## config.mk

```make
export PLATFORM = sky130hd
export DESIGN_NAME = mgeb_ctrl
export DESIGN_NICKNAME = d
export VERILOG_FILES = /design/src/design/mgeb_pkg.sv /design/src/design/mgeb_ctrl.sv
export SDC_FILE = /design/constraint.sdc
export NUM_CORES = 1
export LEC_CHECK = 0
export ABC_CLOCK_PERIOD_IN_PS = 6200
export BUFFER_PORTS_ARGS = -buffer_cell sky130_fd_sc_hd__buf_2
export CELL_PAD_IN_SITES_DETAIL_PLACEMENT = 1
export CELL_PAD_IN_SITES_GLOBAL_PLACEMENT = 2
export CORE_MARGIN = 10
export CORE_UTILIZATION = 34
export DETAILED_ROUTE_END_ITERATION = 8
export HOLD_SLACK_MARGIN = 0.03
export PLACE_DENSITY_LB_ADDON = 0.25
export SETUP_SLACK_MARGIN = 0.02
export SYNTH_ARGS = -nofsm -noshare
export SYNTH_HDL_FRONTEND = slang
export SYNTH_SLANG_ARGS = --single-unit
```

## constraint.sdc

```tcl
create_clock -name clk -period 6.2 [get_ports clk]
set_clock_uncertainty 0.1 [all_clocks]
set_input_delay 0.62 -clock clk [delete_from_list [all_inputs] [get_ports clk]]
set_output_delay 0.62 -clock clk [all_outputs]
set_load 0.05 [all_outputs]
```

## src/design/mgeb_pkg.sv

```systemverilog
package mgeb_pkg;

  localparam int QONE = 65536;

  // Shared multiplier ops: an ordinary node's in order, then node 0's.
  typedef enum logic [3:0] {
    OP_SUB,
    OP_COEF,
    OP_DETA,
    OP_T1,
    OP_TDT,
    OP_DQD,
    OP_GAIN,
    OP_T2,
    OP_KSP,
    OP_POS,
    OP_RG,
    OP_RS,
    OP_FR
  } mul_op_t;

  // Saturate a 64-bit signed value to 32 bits.
  function automatic logic signed [31:0] sat64(input logic signed [63:0] v);
    logic signed [31:0] r;
    if (v > 64'sh000000007fffffff) r = 32'sh7fffffff;
    else if (v < -64'sh0000000080000000) r = 32'sh80000000;
    else r = v[31:0];
    return r;
  endfunction

  // Floor of a product shifted right, saturated.
  function automatic logic signed [31:0] qshift(input logic signed [63:0] p,
                                                input logic central);
    logic signed [63:0] s;
    s = central ? (p >>> 17) : (p >>> 16);
    return sat64(s);
  endfunction

  // Commands from controller to datapath.
  typedef struct packed {
    logic    load;
    logic    mul_go;
    mul_op_t mul_op;
    logic    div_go;
    logic    div_sel;
    logic    second;
    logic    shift;
  } ctl_t;

  typedef struct packed {
    logic div_done;
  } sts_t;

endpackage

```

## src/design/mgeb_ctrl.sv

```systemverilog
module mgeb_ctrl #(
  parameter int GRAVEL_NODES = 32,
  parameter int SAND_NODES = 32,
  parameter int CW = 7
) (
  input  logic clk,
  input  logic rst,
  input  logic in_valid,
  output logic in_ready,
  output logic out_valid,
  input  logic out_ready,
  output logic last_result,
  output mgeb_pkg::ctl_t ctl,
  input  mgeb_pkg::sts_t sts,
  output logic [CW-1:0] k_out,
  output logic gravel,
  output logic edge_node,
  output logic first
);
  localparam int TOTAL = GRAVEL_NODES + SAND_NODES + 1;

  typedef enum logic [6:0] {
    S_IDLE   = 7'b0000001,
    S_ISSUE  = 7'b0000010,
    S_WB     = 7'b0000100,
    S_DSTART = 7'b0001000,
    S_DWAIT  = 7'b0010000,
    S_OUT    = 7'b0100000,
    S_DONE   = 7'b1000000
  } state_t;

  state_t state;
  logic [CW-1:0] n;
  mgeb_pkg::mul_op_t op;
  logic second;

  // Index of the node being emitted: the previous node, or the end node itself.
  assign first       = (n == '0);
  assign k_out       = second ? n : CW'(n - CW'(1));
  assign gravel      = k_out < CW'(GRAVEL_NODES);
  assign edge_node   = !second && ((k_out == '0) || (k_out == CW'(GRAVEL_NODES)));
  assign in_ready    = (state == S_IDLE);
  assign out_valid   = (state == S_OUT);
  assign last_result = second;

  // Commands to the datapath.
  always_comb begin
    ctl = '0;
    ctl.load    = in_valid && (state == S_IDLE);
    ctl.mul_go  = (state == S_ISSUE);
    ctl.mul_op  = op;
    ctl.div_go  = (state == S_DSTART);
    ctl.div_sel = (op == mgeb_pkg::OP_RS);
    ctl.second  = second;
    ctl.shift   = (state == S_DONE) && !second;
  end

  // Each product is issued and then written back before the next one.
  always_ff @(posedge clk) begin
    if (rst) begin
      state <= S_IDLE;
      n <= '0;
      op <= mgeb_pkg::OP_SUB;
      second <= 1'b0;
    end else begin
      unique case (state)
        S_IDLE: if (in_valid) begin
          op <= first ? mgeb_pkg::OP_RG : mgeb_pkg::OP_SUB;
          state <= S_ISSUE;
        end
        S_ISSUE: state <= S_WB;
        S_WB: begin
          unique case (op)
            mgeb_pkg::OP_SUB:  begin op <= mgeb_pkg::OP_COEF; state <= S_ISSUE; end
            mgeb_pkg::OP_COEF: begin op <= mgeb_pkg::OP_DETA; state <= S_ISSUE; end
            mgeb_pkg::OP_DETA: begin op <= mgeb_pkg::OP_T1;   state <= S_ISSUE; end
            mgeb_pkg::OP_T1:   begin op <= mgeb_pkg::OP_TDT;  state <= S_ISSUE; end
            mgeb_pkg::OP_TDT:  begin op <= mgeb_pkg::OP_DQD;  state <= S_ISSUE; end
            mgeb_pkg::OP_DQD:  begin op <= mgeb_pkg::OP_GAIN; state <= S_ISSUE; end
            mgeb_pkg::OP_GAIN: begin op <= mgeb_pkg::OP_T2;   state <= S_ISSUE; end
            mgeb_pkg::OP_T2:   begin op <= mgeb_pkg::OP_KSP;  state <= S_ISSUE; end
            mgeb_pkg::OP_KSP:  begin op <= mgeb_pkg::OP_POS;  state <= S_ISSUE; end
            mgeb_pkg::OP_POS:  state <= S_OUT;
            mgeb_pkg::OP_RG, mgeb_pkg::OP_RS: state <= S_DSTART;
            mgeb_pkg::OP_FR:   state <= S_DONE;
            default: state <= S_IDLE;
          endcase
        end
        S_DSTART: state <= S_DWAIT;
        S_DWAIT: if (sts.div_done) begin
          op <= (op == mgeb_pkg::OP_RG) ? mgeb_pkg::OP_RS : mgeb_pkg::OP_FR;
          state <= S_ISSUE;
        end
        S_OUT: if (out_ready) begin
          if (n == CW'(TOTAL - 1) && !second) begin
            second <= 1'b1;
            op <= mgeb_pkg::OP_SUB;
            state <= S_ISSUE;
          end else begin
            state <= S_DONE;
          end
        end
        S_DONE: begin
          if (second) begin
            n <= '0;
            second <= 1'b0;
          end else begin
            n <= CW'(n + CW'(1));
          end
          state <= S_IDLE;
        end
        default: state <= S_IDLE;
      endcase
    end
  end
endmodule

```

==> report_table.html <==
<table>
<tr><th>Metric</th><th>Value</th></tr>
<tr><th colspan="2">Outcome</th></tr>
<tr><td>Status</td><td>completed</td></tr>
<tr><th colspan="2">Drt</th></tr>
<tr><td>Wire length reported by the detailed router</td><td>4.63 mm</td></tr>
<tr><td>Number of DRC violations after detailed routing</td><td>0</td></tr>
<tr><td>Residual antenna-violating net count after detailed routing</td><td>0</td></tr>
<tr><td>Vias per cell</td><td>between 5 and 6</td></tr>
<tr><td>Routed WL per cell</td><td>17.7 um</td></tr>
<tr><td>Via total after detailed routing</td><td>roughly 1,500</td></tr>
<tr><td>DRT Pass-1 Iters</td><td>4</td></tr>
<tr><td>Violation count after the first detailed-route iteration</td><td>33</td></tr>
<tr><th colspan="2">STA</th></tr>
<tr><td>Actual slew at the worst max-slew pin</td><td>675 ps</td></tr>
<tr><td>Setup repair after global routing missed its margin</td><td>no</td></tr>
<tr><td>Worst hold slack</td><td>465 ps</td></tr>
<tr><td>Final period demand of the worst path</td><td>2790 ps</td></tr>
<tr><td>Final count of hold timing violations</td><td>0</td></tr>
<tr><td>Setup_tns</td><td>0 ps</td></tr>
<tr><td>Total setup violations reported at the end of the flow</td><td>0</td></tr>
<tr><td>Final count of pins violating max slew</td><td>0</td></tr>
<tr><td>Final period util</td><td>45.0%</td></tr>
<tr><td>Slew Limit Headroom</td><td>54.4%</td></tr>
<tr><td>FMAX</td><td>359 MHz</td></tr>
<tr><th colspan="2">Layout</th></tr>
<tr><td>Share of cells above drive strength 1</td><td>20.1%</td></tr>
<tr><td>Layout net count</td><td>219</td></tr>
<tr><td>Design Area, Final</td><td>~0.0016 mm^2</td></tr>
<tr><td>Filler Cell Count</td><td>557</td></tr>
<tr><td>P&amp;R area growth vs syn</td><td>6.06%</td></tr>
<tr><td>Antenna diode instance count</td><td>0</td></tr>
<tr><th colspan="2">CTS</th></tr>
<tr><td>Clock sink total</td><td>19</td></tr>
<tr><td>CTS clk-pin slew, worst paths</td><td>80 ps</td></tr>
<tr><td>Post-CTS Hold Fix Bufs</td><td>0</td></tr>
<tr><td>Number of clock buffers inserted by TritonCTS</td><td>3</td></tr>
<tr><td>Max Root-Sink Buffers</td><td>2</td></tr>
<tr><td>Clk Tree Root Cell</td><td>sky130_fd_sc_hd__clkbuf_8</td></tr>
<tr><td>Worst skew pair latency</td><td>260 ps</td></tr>
<tr><td>Maximum level of the CTS H-tree</td><td>1</td></tr>
<tr><td>Post-cts repair resize count</td><td>0</td></tr>
<tr><td>Number of setup buffers added after CTS</td><td>0</td></tr>
<tr><td>CTS tree</td><td>yes</td></tr>
<tr><th colspan="2">Floorplan</th></tr>
<tr><td>Std-Cell Core Area</td><td>0.00432 mm^2</td></tr>
<tr><td>Die ar.</td><td>0.00749 mm^2</td></tr>
<tr><td>Total number of placement rows</td><td>24</td></tr>
<tr><td>Height of the die</td><td>86.6 um</td></tr>
<tr><td>Starting utilization of the core area</td><td>34.8%</td></tr>
<tr><td>Io pins</td><td>28</td></tr>
<tr><td>Floorplan die width</td><td>86.6 um</td></tr>
<tr><th colspan="2">Setup path</th></tr>
<tr><td>Setup crit end kind</td><td>output port</td></tr>
<tr><td>Critical path type</td><td>reg -&gt; out</td></tr>
<tr><td>Slowest cell delay on critical path</td><td>470 ps</td></tr>
<tr><td>Slowest cell on the critical path</td><td>sky130_fd_sc_hd__nor4_2</td></tr>
<tr><td>Kind of start point of the critical path</td><td>register</td></tr>
<tr><td>Data required time at the worst endpoint</td><td>5480 ps</td></tr>
<tr><td>Cells along the critical path</td><td>nor4_2, nand3_1, nor2_1, buf_2</td></tr>
<tr><td>Largest driver fanout on the critical path</td><td>11</td></tr>
<tr><td>Data arrival at the endpoint of the critical path</td><td>roughly 2100 ps</td></tr>
<tr><th colspan="2">Synth</th></tr>
<tr><td>Synthesized netlist net count</td><td>203</td></tr>
<tr><td>Most common flop cell mapped by yosys</td><td>sky130_fd_sc_hd__dfxtp_1</td></tr>
<tr><td>Share of synthesized registers carrying an async set or reset</td><td>0%</td></tr>
<tr><td>Number of distinct library cells after synthesis</td><td>55</td></tr>
<tr><td>Share of the synthesized area in the top cell type</td><td>around a quarter</td></tr>
<tr><td>Number of enable flip-flop cells after synthesis</td><td>0</td></tr>
<tr><td>Syn avg cell area</td><td>7.77 um^2</td></tr>
<tr><td>Sequential share of the synthesized area</td><td>25.2%</td></tr>
<tr><td>Synth Instances</td><td>194</td></tr>
<tr><td>Cell area after technology mapping</td><td>0.00151 mm^2</td></tr>
<tr><td>Largest cells by area after synthesis</td><td>sky130_fd_sc_hd__dfxtp_1 (25%), sky130_fd_sc_hd__nand2_1 (4.7%), sky130_fd_sc_hd__nor3_1 (4.3%), sky130_fd_sc_hd__nor2_1 (4.2%), sky130_fd_sc_hd__a21oi_1 (4.0%)</td></tr>
<tr><td>Cell taking the most area after synthesis</td><td>sky130_fd_sc_hd__dfxtp_1</td></tr>
<tr><td>Register bit count reported by yosys</td><td>19</td></tr>
<tr><td>Count of warnings emitted by yosys</td><td>0</td></tr>
<tr><td>Most numerous cell types in the synthesized netlist</td><td>sky130_fd_sc_hd__dfxtp_1 (19), sky130_fd_sc_hd__nand2_1 (19), sky130_fd_sc_hd__nor2_1 (17)</td></tr>
<tr><th colspan="2">Placed design</th></tr>
<tr><td>Post-Place Cell Area</td><td>0.00155 mm^2</td></tr>
<tr><td>Placer's final routability congestion estimate</td><td>about 0.81</td></tr>
<tr><td>Final HPWL DP</td><td>3.63 mm</td></tr>
<tr><td>Count of buffers inserted at the top-level ports</td><td>27</td></tr>
<tr><th colspan="2">Global route</th></tr>
<tr><td>Initial antenna violation count</td><td>0</td></tr>
<tr><td>Wire length of the first global-routing pass</td><td>between 7 and 8 mm</td></tr>
<tr><td>GRT Total Usage</td><td>12.7%</td></tr>
<tr><td>Sum of overflow across all layers after global routing</td><td>0</td></tr>
<tr><td>Largest net degree at the start of global routing</td><td>20</td></tr>
<tr><td>Number of global-route vias before repair</td><td>roughly 1,600</td></tr>
<tr><th colspan="2">Run</th></tr>
<tr><td>Max Cap Viol</td><td>0</td></tr>
<tr><th colspan="2">Pwr</th></tr>
<tr><td>Power density normalized to cell area</td><td>328 mW/mm^2</td></tr>
<tr><td>VDD IR max</td><td>between 0.2 and 0.25 mV</td></tr>
<tr><td>Reported leakage power</td><td>0.000606 uW</td></tr>
<tr><th colspan="2">Hold path</th></tr>
<tr><td>Min-Delay Path Class</td><td>reg -&gt; reg</td></tr>
</table>
## area by class of cell
cell class / count / area, um^2 / area share [%]
Inverter: 12 / 45.0 / 2.82
Sequential cell: 19 / 380 / 23.8
Clock buffer: 4 / 45.0 / 2.82
Tap cell: 52 / 65.1 / 4.07
Multi-Input combinational cell: 147 / 927 / 58.0
Timing Repair Buffer: 27 / 135 / 8.46
## metrics by stage
step | util [%] | power [uW] | worst slack, ps | instances
2_1_floorplan | - | 390 | 2400 | 194
3_5_place_dp | 35.9 | 437 | 3700 | 257
3_3_place_gp | 35.9 | 433 | 3750 | 257
5_1_grt | 37.0 | 566 | 3210 | 261
6_report | 37.0 | 524 | 3410 | 261
4_1_cts | 37.0 | 530 | 3400 | 261
## cells by family (layout without fill, tap and decap cells)
group,count (synthesis),in the layout,share of synthesized area [%]
muxes,1,1,0.664
xor gates and xnor gates,7,7,4.07
DFF,19,19,25.2
AOI/OAI and AO/OA,41,41,18.9
adders and majority gates,4,4,3.32
buffers and inverters,28,43,13.2
and+or+nand+nor,94,94,34.6
## cells in the final DEF (no fill, tap or decap), types with 3 or more instances in the layout
cell type / n
sky130_fd_sc_hd__buf_2: 27
sky130_fd_sc_hd__nand2_1: 19
sky130_fd_sc_hd__dfxtp_1: 19
sky130_fd_sc_hd__nor2_1: 17
sky130_fd_sc_hd__nor3_1: 13
sky130_fd_sc_hd__inv_1: 12
sky130_fd_sc_hd__a21oi_1: 12
sky130_fd_sc_hd__nand3_1: 9
sky130_fd_sc_hd__o21ai_0: 7
sky130_fd_sc_hd__nor4_1: 5
sky130_fd_sc_hd__nor4b_1: 5
sky130_fd_sc_hd__xor2_1: 4
sky130_fd_sc_hd__ha_1: 4
sky130_fd_sc_hd__xnor2_1: 3
sky130_fd_sc_hd__and2_1: 3
sky130_fd_sc_hd__or3_1: 3
sky130_fd_sc_hd__nand4_1: 3
sky130_fd_sc_hd__clkbuf_8: 3
## flip-flops by register name, summed over array words and instances (netlist names)
| signal | cells |
|---|---|
| last_result | 1 |
| n | 7 |
| op | 4 |
| state | 7 |
## where the power goes
group          leakage, uW  switching, uW  internal (uW)  total [uW]
sequential        0.000155           37.2            137         175
combinational     0.000429            185           72.6         258
clock            0.0000228           45.6           45.9        91.5
## worst paths after layout
path / startpoint / endpoint / slack [ps] / cells past startpoint
hold reg to reg: n[5] / n[5] / 460 / 2
setup / recovery: state[2] / ctl[0] / 3410 / 4
setup reg to reg: n[0] / op[2] / 3710 / 7
hold / removal: n[5] / n[5] / 460 / 2
## critical path: cells and delay by family, from the launching register on
kind	cells	cell delay (ps)
buffers and inverters	1	290
flip-flops	1	420
AND/OR/NAND/NOR	3	1090
## layer usage
layer  GRT usage (%)  wire length, um  share of wire (%)
met5               0                0                  0
met4            3.09               48                1.0
met3            4.22              255                5.5
met2            24.4             2430                 52
met1            12.8             1890                 41
(Power assumes the default switching activity.)
